==> src/rtl/tlcv_pkg.sv <==
// tlcv_pkg: shared constants, field widths and control structs for the
// terrain label cost volume block
// no dependencies
package tlcv_pkg;

  // default parameter values
  localparam int DEF_MAX_WIDTH = 1024;
  localparam int DEF_LEVELS    = 30;
  localparam int DEF_RADIUS    = 3;

  // field widths
  localparam int HW    = 24;  // height and floor
  localparam int STW   = 23;  // segment step
  localparam int LBW   = 6;   // label index
  localparam int COSTW = 15;  // cost
  localparam int ATTRW = STW + HW + 1 + HW;

  // ports
  localparam int IN_TDATA_W  = 72;
  localparam int IN_TUSER_W  = 2;
  localparam int OUT_TDATA_W = 24;
  localparam int CFG_AW      = 2;
  localparam int CFG_DW      = 16;
  localparam int CFG_WW      = 11;
  localparam int CFG_HW      = 16;
  localparam int ROWW        = 16;

  localparam logic [CFG_AW-1:0] CFG_IDX_WIDTH  = 2'd0;
  localparam logic [CFG_AW-1:0] CFG_IDX_HEIGHT = 2'd1;

  localparam logic [CFG_WW-1:0] RST_WIDTH  = 11'd1024;
  localparam logic [CFG_HW-1:0] RST_HEIGHT = 16'd1024;

  // height limits in sixteenths of a metre
  localparam logic signed [HW-1:0] FALLBACK_LIMIT = -24'sd16000;
  localparam logic signed [HW-1:0] EXCLUDE_LIMIT  = -24'sd32000;

  // cost arithmetic
  localparam int DW       = HW + 1;      // magnitude of window min minus floor
  localparam int FRACW    = 16;          // cost scale 65536
  localparam int QW       = DW + FRACW;  // quotient bits
  localparam int ACCW     = QW + 2;
  localparam int CLIPW    = 20;
  localparam int EW       = 32;
  localparam logic [CLIPW-1:0] CLIP_MAX = 20'd655360;  // ten steps scaled
  localparam int RECIPW   = 21;
  localparam int RECIP_SH = 25;
  localparam logic [RECIPW-1:0] RECIP_30 = 21'd1118482;  // ceil(2^25 / 30)

  typedef struct packed {
    logic accept;
    logic rd_issue;
    logic wmin;
    logic div_step;
    logic prep;
    logic calc;
    logic emit;
  } cmd_t;

  typedef struct packed {
    logic center_row;
    logic center;
    logic excl;
    logic rd_last;
    logic div_last;
    logic out_free;
    logic lab_last;
  } stat_t;

endpackage

==> src/rtl/tlcv_ctrl.sv <==
// tlcv_ctrl: sequencing state machine for one pixel at a time
// depends on tlcv_pkg
module tlcv_ctrl (
  input  logic           clk,
  input  logic           rst_n,
  input  logic           in_tvalid,
  output logic           in_tready,
  input  tlcv_pkg::stat_t stat,
  output tlcv_pkg::cmd_t  cmd
);
  import tlcv_pkg::*;

  typedef enum logic [7:0] {
    S_IDLE = 8'b0000_0001,
    S_READ = 8'b0000_0010,
    S_FOLD = 8'b0000_0100,
    S_WMIN = 8'b0000_1000,
    S_DIV  = 8'b0001_0000,
    S_PREP = 8'b0010_0000,
    S_CALC = 8'b0100_0000,
    S_EMIT = 8'b1000_0000
  } state_t;

  state_t state_r, state_nxt;

  always_comb begin
    state_nxt = state_r;
    cmd       = '0;
    in_tready = 1'b0;
    unique case (state_r)
      S_IDLE: begin
        in_tready  = 1'b1;
        cmd.accept = in_tvalid;
        if (in_tvalid && stat.center_row) begin
          state_nxt = S_READ;
        end
      end
      S_READ: begin
        cmd.rd_issue = 1'b1;
        if (stat.rd_last) begin
          state_nxt = S_FOLD;
        end
      end
      S_FOLD: begin
        state_nxt = stat.center ? S_WMIN : S_IDLE;
      end
      S_WMIN: begin
        cmd.wmin  = 1'b1;
        state_nxt = stat.excl ? S_PREP : S_DIV;
      end
      S_DIV: begin
        cmd.div_step = 1'b1;
        if (stat.div_last) begin
          state_nxt = S_PREP;
        end
      end
      S_PREP: begin
        cmd.prep  = 1'b1;
        state_nxt = S_CALC;
      end
      S_CALC: begin
        cmd.calc  = 1'b1;
        state_nxt = S_EMIT;
      end
      S_EMIT: begin
        if (stat.out_free) begin
          cmd.emit  = 1'b1;
          state_nxt = stat.lab_last ? S_IDLE : S_CALC;
        end
      end
      default: state_nxt = S_IDLE;
    endcase
  end

  always_ff @(posedge clk) begin
    if (!rst_n) begin
      state_r <= S_IDLE;
    end else begin
      state_r <= state_nxt;
    end
  end

endmodule

==> config.mk <==
export PLATFORM = sky130hd
export DESIGN_NAME = tlcv_ctrl
export DESIGN_NICKNAME = d
export VERILOG_FILES = /design/src/rtl/tlcv_pkg.sv /design/src/rtl/tlcv_ctrl.sv
export SDC_FILE = /design/constraint.sdc
export NUM_CORES = 1
export LEC_CHECK = 0
export BUFFER_PORTS_ARGS = -buffer_cell sky130_fd_sc_hd__buf_2
export CORE_AREA = 2 2 39 41
export CTS_CLUSTER_SIZE = 16
export DETAILED_ROUTE_END_ITERATION = 8
export DIE_AREA = 0 0 41 43
export GPL_TIMING_DRIVEN = 1
export PLACE_DENSITY = 0.65
export SLEW_MARGIN = 10
export SYNTH_ARGS = -nofsm -noshare
export SYNTH_HDL_FRONTEND = slang
export SYNTH_SLANG_ARGS = --single-unit
==> constraint.sdc <==
create_clock -name clk -period 5.35 [get_ports clk]
set_clock_uncertainty 0.2 [all_clocks]
set_input_delay 0.2675 -clock clk [delete_from_list [all_inputs] [get_ports clk]]
set_output_delay 0.2675 -clock clk [all_outputs]
set_load 0.03 [all_outputs]
==> flow_metrics.tcl, run 1 <==
set metrics [dict create \
    cts_tree "done" \
    synth-edff-count 0 \
    final_cell_mix "buf_2 (17), dfxtp_1 (8), nand2b_1 (6)" \
    place_congestion 0.7969 \
    fmax_ghz 0.3799 \
    synthTopCellsByArea "dfxtp_1 (30%), nand2b_1 (7.0%), nor3_1 (4.6%), nor4_4 (3.9%), and2_1 (3.5%)" \
    crit_fanout 7 \
    p_seq_share_pct 34.4 \
    yosysWarnings 0 \
    antenna_found_initial 0 \
    avgRoutedWirePerCell_um 12.57 \
    grt_max_degree 9 \
    syn_inst 64 \
    fin_ws_ns 2.717 \
    grt.overflow.total 0 \
    die_w_um 41 \
    ys_types 31 \
    ys_seq_area_share_pct 29.70 \
    cp.arrival_ns 2.17 \
    die_y_um 43 \
    r2r_cells 5 \
    p_switching_uw 97.43 \
    criticalPathCategory "reg2out" \
    p_int_uw 132.3 \
    synthFlopType "dfxtp_1" \
    coreArea_um2 1384 \
    syn_nets 74 \
    power_frac_comb_pct 45.8 \
    ios 18 \
    hold_class "in2reg" \
    hpwl_um 963.9 \
    reg_top3 "state_r (8)" \
    die_area_um2 1763 \
    mostFrequentLayoutCell "buf_2" \
    cts-root-buf "clkbuf_4" \
    setup_violations 0 \
    p_sw_share_pct 42.42 \
    netlist.area_leader.share_pct 29.70 \
    vias_per_cell 5.459 \
    ys_ff_latch 8 \
    layout.cells.non_filler 98 \
    route.detailed.drc 0 \
    dp_slack_ns 2.995 \
    htreeDepth 1 \
    clockPowerShare_pct 19.8 \
    cts_sinks 8 \
    clock_path_buffers 2 \
    io_buffer_count 17 \
    clk_pin_slew_ns 0.05 \
    diodes 0 \
    max_cap_viol_count 0 \
    maxSlewViolCount 0 \
    period_needed_ns 2.633 \
    synthArstFlopShare_pct 0 \
    fin_tns_setup_ns 0 \
    critPathLaunchType "register" \
    hold_violations 0 \
    required_ns 4.88 \
    num_vias 535 \
    dp.cells 95 \
    grt_pass1_wl_um 1952 \
    rows 14 \
    numCtsBuffers 3 \
    grt_setup_unrepaired "false" \
    syn2layout_area_growth_pct 21.81 \
    grtUsageTotal_pct 16.31 \
    start_util_pct 38.97 \
    relSlewSlack_pct 59.81 \
    syn_avg_cell_area_um2 8.426 \
    post_cts_buffers 0 \
    p_per_area_nw_per_um2 349.7 \
    grt_pass1_vias 456 \
    timing.final.crit_share_pct 49.21 \
    wl_um 1232 \
    worst_slew_pin_slew_ns 0.6028 \
    ctsResizeCount 0 \
    ir_worst_vdd_uv 252.8 \
    fin_nets 94 \
    drtAntennaViolNets 0 \
    synth_top_area_cell "dfxtp_1" \
    first_iter_violations 14 \
    largest_register "state_r" \
    postCtsHoldBufs 0 \
    layout-drive-gt1-share_pct 31.71 \
    outcome "finished clean" \
    holdPathStages 3 \
    synthesis.area_um2 539.3 \
    cp-end-kind "primary output" \
    power.leakage_uw 0.0002878 \
    insertion_delay_ns 0.25 \
    fillCellCount 141 \
    first_pass_iters 4 \
    largest_register_ffs 8 \
]
## metal layers
metal | track usage (%) | part of all wire [%] | wire [µm] | vias to the layer above
li1 | - | - | - | 275
met1 | 21.75 | 47 | 574 | 238
met2 | 24.06 | 46 | 568 | 20
met3 | 3.141 | 6.7 | 83 | 2
met4 | 8.000 | 0.41 | 5 | 0
met5 | 0 | 0 | 0 | -
## final timing paths
kind                    from    endpoint  slack, ns
hold / removal       stat[5]  state_r[3]       0.05
setup / recovery  state_r[4]      cmd[6]       2.72
hold reg to reg   state_r[1]  state_r[1]       0.41
setup reg to reg  state_r[1]  state_r[0]       3.07
## critical path: stages, from the launching register on
cell,delay (ns)
dfxtp_1,0.39
or4_1,0.68
or3_4,0.41
nor2_4,0.13
and2_1,0.12
buf_2,0.18
## through the flow
| step | utilization (%) | cell area [µm²] | total power, µW | hold slack (ns) |
|---|---|---|---|---|
| after floorplan | - | 539.3 | 160.4 | 0.1459 |
| after detailed placement | 45.84 | 634.4 | 184.3 | 0.3128 |
| after global placement | 45.84 | 634.4 | 183.9 | 0.3061 |
| after CTS | 47.47 | 656.9 | 231.4 | 0.04294 |
| final | 47.47 | 656.9 | 229.7 | 0.04931 |
| after global routing | 47.47 | 656.9 | 243.6 | 0.05785 |
## kinds of logic after synthesis
logic type	synth area share (%)
simple gates	47.33
xor+xnor	3.249
mux	1.856
compound gates	14.62
buf+inv	3.249
flops	29.70
## final cells by class
class | instances | area (µm²) | area share [%]
inverters | 2 | 7.507 | 1.143
multi-input cells | 52 | 361.6 | 55.05
repair buffers | 17 | 85.08 | 12.95
well taps | 16 | 20.02 | 3.048
flip-flops and latches | 8 | 160.2 | 24.38
clock buffers | 3 | 22.52 | 3.429
## power groups by stage
| stage | sequential (µW) | combinational [µW] | clock [µW] |
|---|---|---|---|
| floorplan | 77.0 | 83.5 | 0 |
| finish | 79.1 | 105 | 45.4 |
| global placement | 78.3 | 106 | 0 |
| global route | 79.5 | 113 | 51.1 |
| CTS | 78.3 | 105 | 47.6 |
| detailed placement | 79.6 | 105 | 0 |
## synth_stat cells, drive strengths merged, types with 2 or more instances
cell type / n
nand2b: 6
dfxtp: 8
o21ai: 2
and2: 3
a2111oi: 2
nor2: 4
nor2b: 3
nor3: 5
or2: 2
inv: 2
and3: 2
nand2: 3
buf: 2
or4: 2
xnor2: 2
nor4: 5
Note: power is estimated with default switching activity, not from simulation.
==> run 2, diff against run 1 <==
==> constraint.sdc (replaced) <==
create_clock -name clk -period 2.7 [get_ports clk]
set_clock_uncertainty 0.2 [all_clocks]
set_input_delay 0.135 -clock clk [delete_from_list [all_inputs] [get_ports clk]]
set_output_delay 0.135 -clock clk [all_outputs]
set_load 0.03 [all_outputs]
==> flow_metrics.tcl, run 2 (same netlist as run 1, synthesis figures left out) <==
set metrics [dict create \
    outcome "finished clean" \
    hold_class "in2reg" \
    rows 14 \
    numCtsBuffers 3 \
    dp_slack_ns 0.4620 \
    drtAntennaViolNets 0 \
    fin_area_um2 716.9 \
    first_iter_violations 10 \
    hpwl_um 944.7 \
    place_area_um2 634.4 \
    maxSlewViolCount 0 \
    max_cap_viol_count 0 \
    crit_fanout 7 \
    syn2layout_area_growth_pct 32.95 \
    insertion_delay_ns 0.26 \
    p_sw_share_pct 41.78 \
    clock_path_buffers 2 \
    io_buffer_count 17 \
    power_frac_comb_pct 46.3 \
    required_ns 2.37 \
    grt_pass1_wl_um 1938 \
    p_seq_share_pct 33.7 \
    largest_register_ffs 8 \
    first_pass_iters 4 \
    setup_violations 0 \
    hold_violations 0 \
    slowest_stage "or4_1" \
    period_needed_ns 2.517 \
    fin_tns_setup_ns 0 \
    clockPowerShare_pct 20.0 \
    htreeDepth 1 \
    cp.arrival_ns 2.18 \
    avgRoutedWirePerCell_um 12.04 \
    vias_per_cell 5.404 \
    num_vias 562 \
    grt_max_degree 9 \
    grt_pass1_vias 476 \
    route.detailed.drc 0 \
    p_switching_uw 191.5 \
    reg_top3 "state_r (8)" \
    crit_family "simple AND/OR/NAND/NOR gates" \
    mostFrequentLayoutCell "buf_2" \
    wl_um 1252 \
    grt_setup_unrepaired "false" \
    ir_worst_vdd_uv 539.6 \
    ios 18 \
    antenna_found_initial 0 \
    layout-drive-gt1-share_pct 29.55 \
    cts_tree "done" \
    clk_pin_slew_ns 0.05 \
    criticalPathCategory "reg2out" \
    cp_cell_sequence "or4_1 -> or3_4 -> nor2_4 -> and2_1 -> buf_2" \
    fin_nets 100 \
    grt.overflow.total 0 \
    final_cell_mix "buf_2 (17), dfxtp_1 (8), nand2b_1 (6), dlygate4sd3_1 (6), nor3_1 (5)" \
    critPathMaxStageDelay_ns 0.68 \
    critPathLaunchType "register" \
    p_int_uw 266.9 \
    power.leakage_uw 0.0003086 \
    fin_ws_ns 0.1834 \
    largest_register "state_r" \
    diodes 0 \
    place_congestion 0.8156 \
    path_buf_inv 1 \
    worst_slew_pin_slew_ns 0.5547 \
    fmax_ghz 0.3974 \
    cts_sinks 8 \
    die_w_um 41 \
    timing.final.crit_share_pct 93.21 \
    power_uw 458.5 \
    relSlewSlack_pct 63.02 \
    start_util_pct 38.97 \
    cp-end-kind "primary output" \
    post_cts_buffers 0 \
    coreArea_um2 1384 \
    die_area_um2 1763 \
    p_per_area_nw_per_um2 639.5 \
    grtUsageTotal_pct 16.28 \
    die_y_um 43 \
    cts-root-buf "clkbuf_4" \
]
-- run 2: cell count changes in the layout (fill, tap and decap cells not counted) --
cell | before | now
dlygate4sd3_1 | 0 | 6
-- run 2: per-stage QoR --
step	utilization, %	instances	hold slack (ns)
finish	51.81	104	0.01026
global route	51.81	104	0.02115
CTS	51.81	104	0.003870
detailed placement	45.84	95	0.1749
global placement	45.84	95	0.1696
floorplan	-	64	0.01336
-- run 2: layout make-up --
class / count / area (µm²)
Inverter: 2 / 7.507
Timing Repair Buffer: 23 / 145.1
Clock buffer: 3 / 22.52
Fill cell: 131 / 666.9
Multi-Input combinational cell: 52 / 361.6
Sequential cell: 8 / 160.2
Tap cell: 16 / 20.02
-- run 2: path summary, 6_finish.rpt --
kind / from / end / slack [ns] / depth (start not counted)
hold / removal: stat[4] / state_r[4] / 0.01 / 3
setup / recovery: state_r[4] / cmd[6] / 0.18 / 5
setup reg to reg: state_r[4] / state_r[5] / 0.20 / 5
hold reg to reg: state_r[1] / state_r[1] / 0.40 / 2
-- run 2: metal layers --
| metal | global-route usage, % | part of all wire [%] | vias to the layer above |
|---|---|---|---|
| li1 | - | - | 288 |
| met1 | 20.65 | 46 | 242 |
| met2 | 24.06 | 44 | 25 |
| met3 | 3.141 | 6.5 | 7 |
| met4 | 10.00 | 3.6 | 0 |
| met5 | 0 | 0 | - |
-- run 2: power groups by stage --
stage	Clock (µW)	Sequential [µW]	Combinational, µW
after floorplan	0	152	165
after global placement	0	155	208
after detailed placement	0	157	205
after CTS	95.2	155	212
after global routing	100	156	232
final	91.5	155	212
-- run 2: timing repair --
action	in CTS	in global routing
hold buffers	6	0
hold endpoints to repair	6	0
setup endpoints to repair	0	0
resized for setup	0	0
-- run 2: worst min-delay path, stage by stage --
cell and delay (ns):
buf_2 0.09, nor2b_1 0.04, o21a_1 0.15
==> run 3, diff against run 2 <==
--- a/config.mk
+++ b/config.mk
@@ -7,6 +7,7 @@
 export LEC_CHECK = 0
 export BUFFER_PORTS_ARGS = -buffer_cell sky130_fd_sc_hd__buf_2
 export CORE_AREA = 2 2 39 41
+export CTS_CLUSTER_DIAMETER = 200
 export CTS_CLUSTER_SIZE = 16
 export DETAILED_ROUTE_END_ITERATION = 8
 export DIE_AREA = 0 0 41 43
==> constraint.sdc (replaced) <==
create_clock -name clk -period 3.1 [get_ports clk]
set_clock_uncertainty 0.2 [all_clocks]
set_input_delay 0.155 -clock clk [delete_from_list [all_inputs] [get_ports clk]]
set_output_delay 0.155 -clock clk [all_outputs]
set_load 0.03 [all_outputs]
==> flow_metrics.tcl, run 3 (same netlist as run 1, synthesis figures left out) <==
set metrics [dict create \
    hold_violations 0 \
    r2r_cells 5 \
    die_y_um 43 \
    slowest_stage "or4_1" \
    critPathLaunchType "register" \
    crit_fanout 7 \
    clk_pin_slew_ns 0.05 \
    r2r_end "state_r[5]" \
    num_vias 557 \
    hold_class "in2reg" \
    regToRegStartpoint "state_r[4]" \
    ios 18 \
    timing.final.crit_share_pct 81.85 \
    critPathMaxStageDelay_ns 0.68 \
    power.leakage_uw 0.0003045 \
    grt_pass1_wl_um 1890 \
    route.detailed.drc 0 \
    met1_length_um 578 \
    insertion_delay_ns 0.26 \
    largest_register_ffs 8 \
    highest_layer "met4" \
    max_cap_viol_count 0 \
    setup_violations 0 \
    drtAntennaViolNets 0 \
    hpwl_um 969 \
    htreeDepth 1 \
    clock_path_buffers 2 \
    layout-drive-gt1-share_pct 29.89 \
    cp_cell_sequence "or4_1 -> or3_4 -> nor2_4 -> and2_1 -> buf_2" \
    syn2layout_area_growth_pct 31.09 \
    grt.overflow.total 0 \
    cp.arrival_ns 2.18 \
    diodes 0 \
    mostFrequentLayoutCell "buf_2" \
    first_iter_violations 15 \
    layout.cells.non_filler 103 \
    worstHoldStart "stat[0]" \
    start_util_pct 38.97 \
    hold-path-endpoint "state_r[6]" \
    fin_area_um2 706.9 \
    grtUsageTotal_pct 15.98 \
    avgRoutedWirePerCell_um 12.49 \
    required_ns 2.74 \
    grt_pass1_vias 471 \
    reg2reg_slack_ns 0.62 \
    criticalPathCategory "reg2out" \
    path_buf_inv 1 \
    antenna_found_initial 0 \
    cts_sinks 8 \
    die_area_um2 1763 \
    worst_slew_pin_slew_ns 0.5782 \
    cts_tree "done" \
    ir_worst_vdd_uv 316.5 \
    place_congestion 0.8127 \
    crit_family "simple AND/OR/NAND/NOR gates" \
    cts-root-buf "clkbuf_4" \
    wl_met3_um 85 \
    fin_tns_setup_ns 0 \
    coreArea_um2 1384 \
    rows 14 \
    reg_top3 "state_r (8)" \
    die_w_um 41 \
    outcome "finished clean" \
    wl_um 1286 \
    cp-end-kind "primary output" \
    dr_wl_met2_um 582 \
    largest_register "state_r" \
    first_pass_iters 4 \
    vias_per_cell 5.408 \
    grt_max_degree 9 \
    maxSlewViolCount 0 \
    final_cell_mix "buf_2 (17), dfxtp_1 (8), nand2b_1 (6)" \
    numCtsBuffers 3 \
    fmax_ghz 0.3941 \
    relSlewSlack_pct 61.46 \
    grt_setup_unrepaired "false" \
    dp.cells 95 \
    fin_nets 99 \
    period_needed_ns 2.537 \
    p_per_area_nw_per_um2 565.9 \
    holdPathStages 4 \
    place_area_um2 634.4 \
    io_buffer_count 17 \
]
## run 3: changes by cell type in the layout (fill, tap and decap cells not counted), sizes merged
cell / change
dlygate4sd3: -1
## run 3: how the worst max path moves through the flow
stage	from	cells after the start	endpoint	slack [ns]
floorplan	state_r[0]	6	state_r[6]	0.65
global placement	state_r[4]	5	cmd[6]	0.85
detailed placement	state_r[4]	5	cmd[6]	0.85
CTS	state_r[4]	5	cmd[6]	0.55
global route	state_r[4]	5	cmd[6]	0.48
finish	state_r[4]	5	cmd[6]	0.56
## run 3: per-stage QoR
| stage | power [µW] | utilization, % | hold WS, ns | setup slack [ns] |
|---|---|---|---|---|
| 5_1_grt | 422.3 | 51.09 | 0.04322 | 0.4785 |
| 4_1_cts | 402.5 | 51.09 | 0.002144 | 0.5538 |
| 6_report | 400.0 | 51.09 | 0.002794 | 0.5628 |
| 2_1_floorplan | 276.9 | - | 0.03336 | 0.6463 |
| 3_3_place_gp | 316.7 | 45.84 | 0.1895 | 0.8482 |
| 3_5_place_dp | 314.6 | 45.84 | 0.1945 | 0.8508 |
## run 3: worst reg2reg max path: stages, from the launching register on
cell           delay (ns)
dfxtp_1              0.40
or4_1                0.68
nor4_2               0.33
a22oi_1              0.14
dlygate4sd3_1        0.57
nor2b_1              0.10
## run 3: area by class of cell
type,count,area (µm²)
tap,16,20.02
sequential,8,160.2
inverter,2,7.507
timing repair buffer,22,135.1
multi-input combinational,52,361.6
fill,135,676.9
clock buffer,3,22.52
## run 3: layer usage
metal	vias up	GRT usage, %
li1	286	-
met1	243	20.00
met4	0	10.00
met3	5	3.141
met5	-	0
met2	23	23.75
## run 3: where the power goes
part | switching (µW) | internal, µW
logic | 112 | 71.4
clock network | 37.3 | 44.4
registers | 18.7 | 116
## run 3: timing repair
item,in CTS,in global routing
hold endpoints to repair,5,0
resized for setup,0,0
setup buffers,0,0
hold buffers,5,0
